File: config.mk
export PLATFORM = sky130hd
export DESIGN_NAME = cpbm_bank_ctl
export DESIGN_NICKNAME = d
export VERILOG_FILES = /design/src/sv/cpbm_pkg.sv /design/src/sv/cpbm_bank_ctl.sv
export SDC_FILE = /design/constraint.sdc
export NUM_CORES = 1
export LEC_CHECK = 0
export BUFFER_PORTS_ARGS = -buffer_cell sky130_fd_sc_hd__buf_2
export CAP_MARGIN = 20
export CORE_UTILIZATION = 45
export DETAILED_ROUTE_END_ITERATION = 7
export PLACE_DENSITY_LB_ADDON = 0.25
export SLEW_MARGIN = 40
export SYNTH_ARGS = -nofsm -noshare
export SYNTH_HDL_FRONTEND = slang
export SYNTH_SLANG_ARGS = --single-unit
File: constraint.sdc
create_clock -name aclk -period 6.28 [get_ports aclk]
set_clock_uncertainty 0.2 [all_clocks]
set_input_delay 1.256 -clock aclk [delete_from_list [all_inputs] [get_ports aclk]]
set_output_delay 1.256 -clock aclk [all_outputs]
set_load 0.03 [all_outputs]
File: src/sv/cpbm_pkg.sv
// Shared types and constants of the cartridge program ROM bank mapper.
// No dependencies; imported by cpbm_bank_ctl and the top level.
`timescale 1ns / 1ps
`default_nettype none

package cpbm_pkg;

    localparam int RAM_BYTES  = 8192;
    localparam int BANK_BYTES = 16384;
    localparam int MAX_BANKS  = 256;

    localparam int RAM_AW  = $clog2(RAM_BYTES);
    localparam int OFS_W   = $clog2(BANK_BYTES);
    localparam int BANK_W  = $clog2(MAX_BANKS);
    localparam int ROM_AW  = 22;
    localparam int ADDR_W  = 16;
    localparam int BYTE_W  = 8;
    localparam int CNT_W   = 9;
    localparam int KIND_W  = 2;
    localparam int CIDX_W  = 2;

    // mapper kinds
    localparam logic [KIND_W-1:0] KIND_FIXED = 2'd0;
    localparam logic [KIND_W-1:0] KIND_MMC1  = 2'd1;
    localparam logic [KIND_W-1:0] KIND_UXROM = 2'd2;
    localparam logic [KIND_W-1:0] KIND_NONE  = 2'd3;

    // configuration register indexes
    localparam logic [CIDX_W-1:0] CFG_KIND  = 2'd0;
    localparam logic [CIDX_W-1:0] CFG_BANKS = 2'd1;

    // bus operations
    localparam logic OP_READ  = 1'b0;
    localparam logic OP_WRITE = 1'b1;

    // MMC1 serial port
    localparam int SER_BITS = 5;
    localparam int SER_CW   = 3;
    localparam int SER_LOW_W = 4;
    localparam logic [1:0] SER_REG_PRG = 2'd3;

    typedef struct packed {
        logic                accept;
        logic                op;
        logic [ADDR_W-1:0]   addr;
        logic [BYTE_W-1:0]   data;
    } access_t;

    typedef struct packed {
        logic [KIND_W-1:0]   kind;
        logic [CNT_W-1:0]    bank_count;
    } cfg_t;

    typedef struct packed {
        logic                rom_read;
        logic [ROM_AW-1:0]   rom_address;
    } rom_t;

endpackage

`default_nettype wire

File: src/sv/cpbm_bank_ctl.sv
// Bank state (UxROM latch, MMC1 serial register) and ROM address decode.
// Depends on cpbm_pkg.
`timescale 1ns / 1ps
`default_nettype none

module cpbm_bank_ctl (
    input  wire logic            aclk,
    input  wire logic            aresetn,
    input  wire cpbm_pkg::access_t acc,
    input  wire cpbm_pkg::cfg_t    cfg,
    output cpbm_pkg::rom_t       rom
);
    import cpbm_pkg::*;

    logic [BANK_W-1:0]    latched_bank_reg, latched_bank_next;
    logic [SER_BITS-1:0]  serial_shift_reg, serial_shift_next;
    logic [SER_CW-1:0]    serial_count_reg, serial_count_next;
    logic [SER_LOW_W-1:0] serial_low_reg,   serial_low_next;

    logic [BANK_W-1:0] last_bank;
    logic [BANK_W-1:0] bank_sel;
    logic [SER_CW-1:0] ser_pos;
    logic [SER_CW-1:0] ser_cnt_inc;
    logic [SER_BITS-1:0] ser_shift_upd;
    logic              in_ram, in_rom, in_high;

    function automatic logic [BANK_W-1:0] clamp(input logic [BANK_W-1:0] b,
                                                input logic [BANK_W-1:0] last);
        return (b > last) ? last : b;
    endfunction

    // count of zero acts as one bank, anything above MAX_BANKS as MAX_BANKS
    always_comb begin
        if (cfg.bank_count == '0) begin
            last_bank = '0;
        end else if (cfg.bank_count > CNT_W'(MAX_BANKS)) begin
            last_bank = BANK_W'(MAX_BANKS - 1);
        end else begin
            last_bank = BANK_W'(cfg.bank_count - CNT_W'(1));
        end
    end

    assign in_ram  = (acc.addr >= 16'h6000) && (acc.addr <= 16'h7FFF);
    assign in_rom  = acc.addr >= 16'h8000;
    assign in_high = acc.addr >= 16'hC000;

    always_comb begin
        if (in_high) begin
            bank_sel = (cfg.kind == KIND_FIXED) ? clamp(BANK_W'(1), last_bank) : last_bank;
        end else begin
            case (cfg.kind)
                KIND_UXROM: bank_sel = clamp(latched_bank_reg, last_bank);
                KIND_MMC1:  bank_sel = clamp(BANK_W'(serial_low_reg), last_bank);
                default:    bank_sel = '0;
            endcase
        end
    end

    always_comb begin
        rom.rom_read    = 1'b0;
        rom.rom_address = '0;
        if (acc.op == OP_READ && !in_ram && in_rom && cfg.kind != KIND_NONE) begin
            rom.rom_read    = 1'b1;
            rom.rom_address = ROM_AW'({bank_sel, acc.addr[OFS_W-1:0]});
        end
    end

    // MMC1 serial write: bit 0 enters at the current count, fifth write commits
    always_comb begin
        ser_pos       = (serial_count_reg >= SER_CW'(SER_BITS)) ? '0 : serial_count_reg;
        ser_cnt_inc   = ser_pos + SER_CW'(1);
        ser_shift_upd = serial_shift_reg;
        ser_shift_upd[ser_pos] = serial_shift_reg[ser_pos] | acc.data[0];
    end

    always_comb begin
        latched_bank_next = latched_bank_reg;
        serial_shift_next = serial_shift_reg;
        serial_count_next = serial_count_reg;
        serial_low_next   = serial_low_reg;
        if (acc.accept && acc.op == OP_WRITE) begin
            if (cfg.kind == KIND_UXROM && in_rom) begin
                latched_bank_next = clamp(acc.data, last_bank);
            end else if (cfg.kind == KIND_MMC1 && !in_ram && in_rom) begin
                if (acc.data[7]) begin
                    serial_shift_next = '0;
                    serial_count_next = '0;
                end else if (ser_cnt_inc == SER_CW'(SER_BITS)) begin
                    if (acc.addr[14:13] == SER_REG_PRG) begin
                        serial_low_next = ser_shift_upd[SER_LOW_W-1:0];
                    end
                    serial_shift_next = '0;
                    serial_count_next = '0;
                end else begin
                    serial_shift_next = ser_shift_upd;
                    serial_count_next = ser_cnt_inc;
                end
            end
        end
    end

    always_ff @(posedge aclk) begin
        if (!aresetn) begin
            latched_bank_reg <= '0;
            serial_shift_reg <= '0;
            serial_count_reg <= '0;
            serial_low_reg   <= '0;
        end else begin
            latched_bank_reg <= latched_bank_next;
            serial_shift_reg <= serial_shift_next;
            serial_count_reg <= serial_count_next;
            serial_low_reg   <= serial_low_next;
        end
    end

endmodule

`default_nettype wire

### After elaboration in Yosys (flattened, before gate mapping)

Index checks and enable logic that the tools add are counted.

* add/subtract/negate cells: 2
* multipliers: 0
* divide/modulo/power cells: 0
* $lt $le $gt $ge: 12
* eq/ne operators: 5
* shift-type cells: 0
* muxes and demuxes: 20
* bitwise gates (word level): 4
* reductions and logical operators: 15

Operators with widths (number)
* $mux 8: 8
* $ge 16x16->1 const B: 2
* $mux 23: 1
* $ge 16x15->1 const B: 1
* $gt 8x8->1: 2
* $le 16x15->1 const B: 1
* $pmux 8 s2: 1
* $mux 5: 2
* $gt 9x9->1 const B: 1
* $logic_and 1x1->1: 9
* $logic_not 9->1: 1
* $mux 3: 3
* $gt 1x8->1 const A: 1
* $gt 4x8->1: 1
* $sub 8x1->8 const B: 1
* $reduce_and 6->1: 1
* $bwmux 5: 1
* $eq 2x2->1 const B: 2
* $lt 3x4->1 const B: 1
* $add 3x1->3 const B: 1
* $bmux 1 s3: 1
* $demux 1 s3: 1
* $eq 3x3->1 const B: 1
* $ge 3x1->1 const B: 1
* other kinds (10): 13

* register bits after elaboration: 20
* latch bits: 0
* RAM bits: 0
* ROM bits: 0
* input bits: 39
* output and inout bits: 23
* memories: 0

### Depth between registers and ports, before layout

Gate-level depths: netlist of run 1.

* depth after elaboration: 9
* depth in mapped cells: 16
* depth with buffers taken out: 15

### Worst setup path before layout of run 1

Ideal clock, no wire load.

* path kind: input to output
* start point: input cfg[0] (netlist bit)
* end point: output rom[20] (netlist bit)
* data arrival time: 4.551 ns
* required time: 4.824 ns
* slack: 0.273 ns
* stages: 15
* buffers on the path: 0
* cell sequence: inv_1 -> ha_1 -> or4b_4 -> or4_4 -> nor2_2 -> a21oi_1 -> inv_1 -> ha_1 -> nor2b_1 -> o211ai_1 -> a21oi_1 -> o32ai_1 -> nor2b_1 -> a22oi_1 -> nor2_1

RTL lines
* start: declaration: line cpbm_bank_ctl.sv:10 `input wire cpbm_pkg::cfg_t cfg,`
* end: declaration: line cpbm_bank_ctl.sv:11 `output cpbm_pkg::rom_t rom`

==> results of run 1 <==
## worst max-delay path, cell delays in order
cell and delay [ns]:
clkbuf_4 0.15, inv_2 0.07, ha_4 0.12, or4b_4 0.48
or4_4 0.59, nor2_4 0.18, a21oi_2 0.06, inv_2 0.07
ha_4 0.19, nor2b_1 0.12, o211ai_1 0.17, a21oi_1 0.11
o32ai_2 0.25, buf_4 0.17, mux2_4 0.30, a32oi_2 0.17
a31oi_1 0.10, buf_4 0.18
## worst max path at each step
stage	end
after floorplan	rom[20]
after global placement	rom[14]
after detailed placement	rom[15]
after CTS	rom[15]
after global routing	rom[14]
final	rom[14]
## logic make-up after synthesis
logic type | Yosys count | share of synthesized area, %
adder cells (fa/ha/maj) | 27 | 15.3
buffers and inverters | 36 | 6.85
XOR/XNOR | 3 | 1.19
flip-flops | 20 | 18.1
AO/OA/AOI/OAI | 88 | 27.7
AND/OR/NAND/NOR | 122 | 29.4
multiplexers | 3 | 1.47
## final cells by class
| cell class | count | share of cell area, % |
|---|---|---|
| repair buffers | 70 | 14.1 |
| flip-flops and latches | 20 | 14.5 |
| clock buffers | 4 | 2.00 |
| well taps | 67 | 3.04 |
| inverters | 23 | 3.13 |
| multi-input cells | 243 | 63.3 |
## synthesized netlist by cell type, types with 7 or more instances
cell      number
ha_1          27
nor2_1        26
inv_1         23
dfxtp_1       20
nand2_1       20
o21ai_0       19
a21oi_1       17
and3_1        17
nand3_1       13
nand4_1       13
clkbuf_1      10
a22oi_1        8
nor3_1         7
## metal layers
layer	routed length [um]	share of wire [%]
met5	0	0
met4	114	1.9
met2	2800	46
met1	2830	46
met3	356	5.8
## power by group
group / total [mW] / switching [mW] / leakage, nW / internal (mW)
Combinational: 0.106 / 0.0648 / 1.11 / 0.0412
Clock: 0.0984 / 0.0427 / 0.0288 / 0.0557
Sequential: 0.129 / 0.00111 / 0.161 / 0.128
## timing repair
action,in CTS,in global routing
resized for setup,0,26
endpoints found under the hold margin,0,0
setup buffers,0,3
endpoints found under the setup margin,0,8
## metrics by stage
stage,setup slack (ns),TNS (ns),utilization [%],instance area [um2],hold slack [ns]
after global placement,0.188,0,54.6,2580,0.268
after detailed placement,0.0586,0,54.6,2580,0.273
final,0.0868,0,58.4,2760,0.279
after floorplan,0.273,0,-,2210,0.249
after CTS,0.0454,0,55.8,2640,0.283
after global routing,-0.0438,-0.0710,58.4,2760,0.306
==> out/qor.csv, run 1 <==
metric,value,unit
status,"complete, no violations",
placeableCoreArea,4720,um2
period_needed,6.19,ns
cts_root_buf,clkbuf_8,
cts_hold_buf,0,
avgSynthCellArea,7.39,um2
synthCells,299,
dr.pass1.iters,4,
seq_area_frac_synth,18.1,%
antenna_found_initial,0,
viasPerCell,5.76,
portBuffers,61,
drt_iter0_drc,163,
dp.cells,420,
cp-start-kind,input pin,
cp_max_fo,6,
postRouteAntennaNets,0,
end_kind,output port,
layout-drive-gt1-share,28.1,%
grt_util_met1,31.4,%
top_usage_layer,met2,
hold-path-cell-count,2,
ys.flop_type,dfxtp_1,
cp.required,4.82,ns
grt_max_degree,22,
die_height,72.1,um
ys_ff_latch,20,
via_count,2459,
yosysTopAreaCell,dfxtp_1,
ys_async_sr_fraction,0,%
cp-startpoint,cfg[0],
rr_endpoint,serial_shift_reg[0],
dpl.hpwl,4.68,mm
grt_usage,22.2,%
fillers,426,
cts.sinks,20,
ir_drop,0.169,mV
ys_warn_count,0,
p_leak,1.30,nW
synthTopCellsByArea,"dfxtp_1 18%, ha_1 15%, and3_1 4.8%",
largest_reg_flops,8,
finalSetupViolations,0,
synth.distinct_cells,53,
finalHoldViolations,0,
synth-edff-count,0,
grt_util_met2,35.7,%
p_per_area,121,nW/um2
reg2reg_setup_slack,3.72,ns
area_growth,24.8,%
worstHoldEndpoint,serial_shift_reg[4],
fin_nets,427,
start_util,46.8,%
min_from,serial_shift_reg[4],
rows,25,
grt_overflow_total,0,
cts_max_path_buffers,2,
finalCritPeriodShare,98.6,%
multiInputGateArea,1750,um2
io_pins,62,
grt_pass1_wl,9.49,mm
drt_wl_total,6.11,mm
wl_per_cell,14.3,um
insertion_delay,0.25,ns
drc,0,
syn_nets,365,
final_cell_mix,"58 x buf_2, 26 x nor2_1, 25 x ha_1",
htree_num_levels,1,
critPathKind,in -> out,
synth_area,2210,um2
clk_pin_slew_worst_paths,0.07,ns
finalMaxSlewViolations,0,
design.die.area,5200,um2
layout_commonest_cell,buf_2,
die-width,72.1,um
worstMarginPinSlew,0.711,ns
cap_viol_max_count,0,
r2r-start,serial_count_reg[2],
cts_tree,done,
cts_made_buffers,3,
area.sequential,400,um2
reg2regPathDepth,9,
met3_usage,1.94,%
antenna_cells,0,
max_freq,161,MHz
hold_path.class,reg -> reg,
finalPower,333,uW
synth_top_area_share,18.1,%
crit_arrival,4.74,ns
relSlewSlack,52.4,%
fin_cells,427,
routabilityCongestion,0.896,
grt_pass1_vias,2094,
No activity file was read; power rests on OpenSTA's default activity.
==> run 2: changes to the inputs <==
- GPL_ROUTABILITY_DRIVEN: unset -> 0
- clock period: 6.28 -> 7.5 ns (I/O delays scaled with it)
==> out/qor.csv, run 2 (synthesis results as in run 1) <==
metric,value,unit
insertion_delay,0.26,ns
cp-start-kind,input pin,
dpl.hpwl,4.76,mm
pwr-share-comb,26.9,%
finalCritPeriodShare,93.3,%
antenna_cells,0,
grt_overflow_total,0,
grt_util_met2,37.0,%
period_needed,7.00,ns
placeableCoreArea,4720,um2
top_usage_layer,met2,
max_freq,143,MHz
rows,25,
post_cts_buffers,0,
met3_usage,2.78,%
pwr-share-seq,36.1,%
cp_slowest_stage_delay,0.52,ns
finalHoldViolations,0,
start_util,46.8,%
critPathKind,in -> out,
hold_path.class,reg -> reg,
area_growth,17.9,%
path_cells,"buf_2, inv_1, ha_1, or4b_4, or4_4, nor2_2, a21oi_1, inv_1, ha_1, nor2b_1, o211ai_1, a21oi_1, o32ai_1, nor2b_1, and3_1, a221o_1, buf_2",
die_height,72.1,um
rsz0062_at_grt,false,
ir_drop,0.0867,mV
finalPower,299,uW
fillers,475,
drc,0,
grt_max_degree,22,
cp.required,5.80,ns
p_clk_share,37.0,%
grt_pass1_vias,2100,
grt_usage,22.7,%
viasPerCell,5.72,
p_sw_share,30.5,%
grt_pass1_wl,9.54,mm
p_per_area,115,nW/um2
cp_top_family,simple AND/OR/NAND/NOR gates,
cts_made_buffers,3,
relSlewSlack,52.3,%
p_sw,91.1,uW
multiInputGateArea,1660,um2
cts.sinks,20,
post_cts_resized,0,
wl_per_cell,14.3,um
crit_slowest_cell,or4b_4,
clk_pin_slew_worst_paths,0.08,ns
layout-drive-gt1-share,22.2,%
design.die.area,5200,um2
fin_nets,418,
cts_hold_buf,0,
end_kind,output port,
crit_arrival,5.30,ns
worstMarginPinSlew,0.711,ns
dr.pass1.iters,4,
p_int,208,uW
status,"complete, no violations",
worst-path-buf-inv,4,
finalSetupTns,0,ns
postRouteAntennaNets,0,
io_pins,62,
cts_max_path_buffers,2,
cap_viol_max_count,0,
finalMaxSlewViolations,0,
htree_num_levels,1,
area.sequential,400,um2
cts_tree,done,
finalSetupViolations,0,
drt_iter0_drc,117,
cts_root_buf,clkbuf_8,
die-width,72.1,um
layout_commonest_cell,buf_2,
p_leak,1.25,nW
via_count,2393,
cp_max_fo,7,
largest_reg_flops,8,
antenna_found_initial,0,
grt_util_met1,31.7,%
portBuffers,61,
final_cell_mix,"61 x buf_2, 27 x ha_1, 26 x nor2_1",
drt_wl_total,5.97,mm
run 2: cell types whose count changed in the layout (fill, tap and decap cells not counted), sizes merged:
cell	previous run	this run
buf	69	61
bufinv	0	1
clkbuf	5	3
run 2: metrics by stage:
stage / instances / utilization [%] / worst slack (ns) / hold slack, ns / instance area, um2
6_report: 418 / 55.2 / 0.504 / 0.301 / 2610
3_3_place_gp: 414 / 53.7 / 0.694 / 0.265 / 2530
3_5_place_dp: 414 / 53.7 / 0.534 / 0.291 / 2530
4_1_cts: 418 / 55.2 / 0.528 / 0.303 / 2610
2_1_floorplan: 299 / - / 1.01 / 0.249 / 2210
5_1_grt: 418 / 55.2 / 0.275 / 0.320 / 2610
run 2: layout make-up:
| type | count | area share [%] |
|---|---|---|
| multi-input combinational | 243 | 63.7 |
| sequential | 20 | 15.4 |
| timing repair buffer | 61 | 11.7 |
| inverter | 23 | 3.31 |
| tap | 67 | 3.22 |
| clock buffer | 3 | 1.58 |
| clock inverter | 1 | 1.15 |
run 2: layer usage:
layer | routed length [um] | part of all wire (%)
met1 | 2910 | 49
met2 | 2730 | 46
met3 | 272 | 4.6
met4 | 46 | 0.77
met5 | 0 | 0
run 2: worst paths after layout:
kind,cells past startpoint,from,to,slack [ns]
setup reg to reg,9,serial_count_reg[2],serial_shift_reg[3],4.97
hold reg to reg,2,latched_bank_reg[4],latched_bank_reg[4],0.30
hold / removal,2,latched_bank_reg[4],latched_bank_reg[4],0.30
setup / recovery,17,cfg[0],rom[15],0.50
run 2: worst register-to-register path, delay by kind of cell (launching register included):
kind            cells  cell delay [ns]
xor+xnor            1             0.19
compound gates      2             0.54
buf+inv             1             0.10
simple gates        4             0.70
fa+ha+maj           1             0.22
flops               1             0.50
run 2: power by group through the flow:
stage	Clock, mW	Combinational [mW]	Sequential, mW
finish	0.110	0.0805	0.108
global route	0.117	0.0893	0.108
CTS	0.112	0.0799	0.108
detailed placement	0	0.0795	0.110
global placement	0	0.0783	0.110
floorplan	0	0.0527	0.110
==> run 3: changes to the inputs <==
- RECOVER_POWER: unset -> 25
==> out/qor.csv, run 3 (synthesis results as in run 1) <==
metric,value,unit
p_per_area,115,nW/um2
p_leak,1.24,nW
placeableCoreArea,4720,um2
reg2regPathDepth,9,
postRouteAntennaNets,0,
post_cts_resized,0,
drt_iter0_drc,115,
htree_num_levels,1,
hold_path.class,reg -> reg,
antenna_found_initial,0,
portBuffers,61,
finalMaxSlewViolations,0,
cts_tree,done,
worstHoldEndpoint,latched_bank_reg[4],
critPathKind,in -> out,
largest_reg_flops,8,
grt_pass1_vias,2100,
reg2reg_setup_slack,4.96,ns
rsz0062_at_grt,false,
finalSetupViolations,0,
hold-path-cell-count,2,
layout-drive-gt1-share,21.9,%
p_clk_share,37.0,%
dpl.hpwl,4.76,mm
finalHoldViolations,0,
start_util,46.8,%
drt_wl_total,5.97,mm
rows,25,
worstMarginPinSlew,0.717,ns
r2r-start,serial_count_reg[2],
pwr-share-seq,36.1,%
cts_max_path_buffers,2,
end_kind,output port,
fin_nets,418,
cap_viol_max_count,0,
status,"complete, no violations",
p_int,208,uW
viasPerCell,5.71,
layout_commonest_cell,buf_2,
grt_usage,22.7,%
finalCritPeriodShare,93.1,%
drc,0,
dr.pass1.iters,4,
crit_arrival,5.28,ns
die_height,72.1,um
grt_overflow_total,0,
insertion_delay,0.26,ns
cts_root_buf,clkbuf_8,
grt_pass1_wl,9.54,mm
hold_slack,0.300,ns
finalSetupTns,0,ns
p_sw_share,30.6,%
area_growth,17.8,%
cp_max_fo,7,
relSlewSlack,51.9,%
antenna_cells,0,
cts.sinks,20,
ir_drop,0.0876,mV
p_sw,91.4,uW
cts_made_buffers,3,
cp-start-kind,input pin,
final_cell_mix,"60 x buf_2, 27 x ha_1, 26 x nor2_1",
max_freq,143,MHz
cp.required,5.80,ns
pwr-share-comb,26.9,%
rr_endpoint,serial_shift_reg[3],
via_count,2386,
wl_per_cell,14.3,um
cts_hold_buf,0,
post_cts_buffers,0,
design.die.area,5200,um2
min_from,latched_bank_reg[4],
grt_max_degree,22,
io_pins,62,
period_needed,6.98,ns
die-width,72.1,um
clk_pin_slew_worst_paths,0.08,ns
-- run 3: per-layer routing --
layer | vias to the layer above | share of wire, % | GRT usage [%]
met2 | 64 | 46 | 37.0
met3 | 4 | 4.7 | 2.78
met5 | - | 0 | 0
li1 | 1223 | - | -
met4 | 0 | 0.77 | 5.66
met1 | 1095 | 49 | 31.7
-- run 3: power groups by stage --
stage	clock network, mW	registers, mW	logic [mW]
final	0.111	0.108	0.0804
after detailed placement	0	0.110	0.0795
after global placement	0	0.110	0.0783
after CTS	0.112	0.108	0.0799
after global routing	0.117	0.108	0.0892
after floorplan	0	0.110	0.0527
-- run 3: layout make-up --
cell class	instances	area [um2]
Sequential cell	20	400
Multi-Input combinational cell	243	1660
Clock inverter	1	30.0
Inverter	23	86.3
Timing Repair Buffer	61	304
Clock buffer	3	41.3
Tap cell	67	83.8
Fill cell	475	2120
-- run 3: per-stage QoR --
| stage | setup WS [ns] | utilization (%) | cell area [um2] | power, mW | std cells |
|---|---|---|---|---|---|
| global placement | 0.694 | 53.7 | 2530 | 0.189 | 414 |
| finish | 0.516 | 55.2 | 2610 | 0.299 | 418 |
| floorplan | 1.01 | - | 2210 | 0.163 | 299 |
| global route | 0.275 | 55.2 | 2610 | 0.314 | 418 |
| detailed placement | 0.534 | 53.7 | 2530 | 0.190 | 414 |
| CTS | 0.528 | 55.2 | 2610 | 0.300 | 418 |
-- run 3: worst max-delay path, cell delays in order --
cell,delay (ns)
buf_2,0.13
inv_1,0.06
ha_1,0.29
or4b_4,0.52
or4_4,0.47
nor2_2,0.14
a21oi_1,0.08
inv_1,0.14
ha_1,0.26
nor2b_1,0.13
o211ai_1,0.16
a21oi_1,0.09
o32ai_1,0.38
nor2b_1,0.41
and3_1,0.21
a221o_1,0.12
buf_2,0.20
-- run 3: worst max-delay path by stage --
stage,cells after the start,slack [ns],startpoint,to
finish,17,0.52,cfg[0],rom[15]
global route,17,0.27,cfg[0],rom[15]
CTS,17,0.53,cfg[0],rom[15]
detailed placement,17,0.53,cfg[0],rom[15]
global placement,17,0.69,cfg[0],rom[17]
floorplan,15,1.01,cfg[0],rom[20]
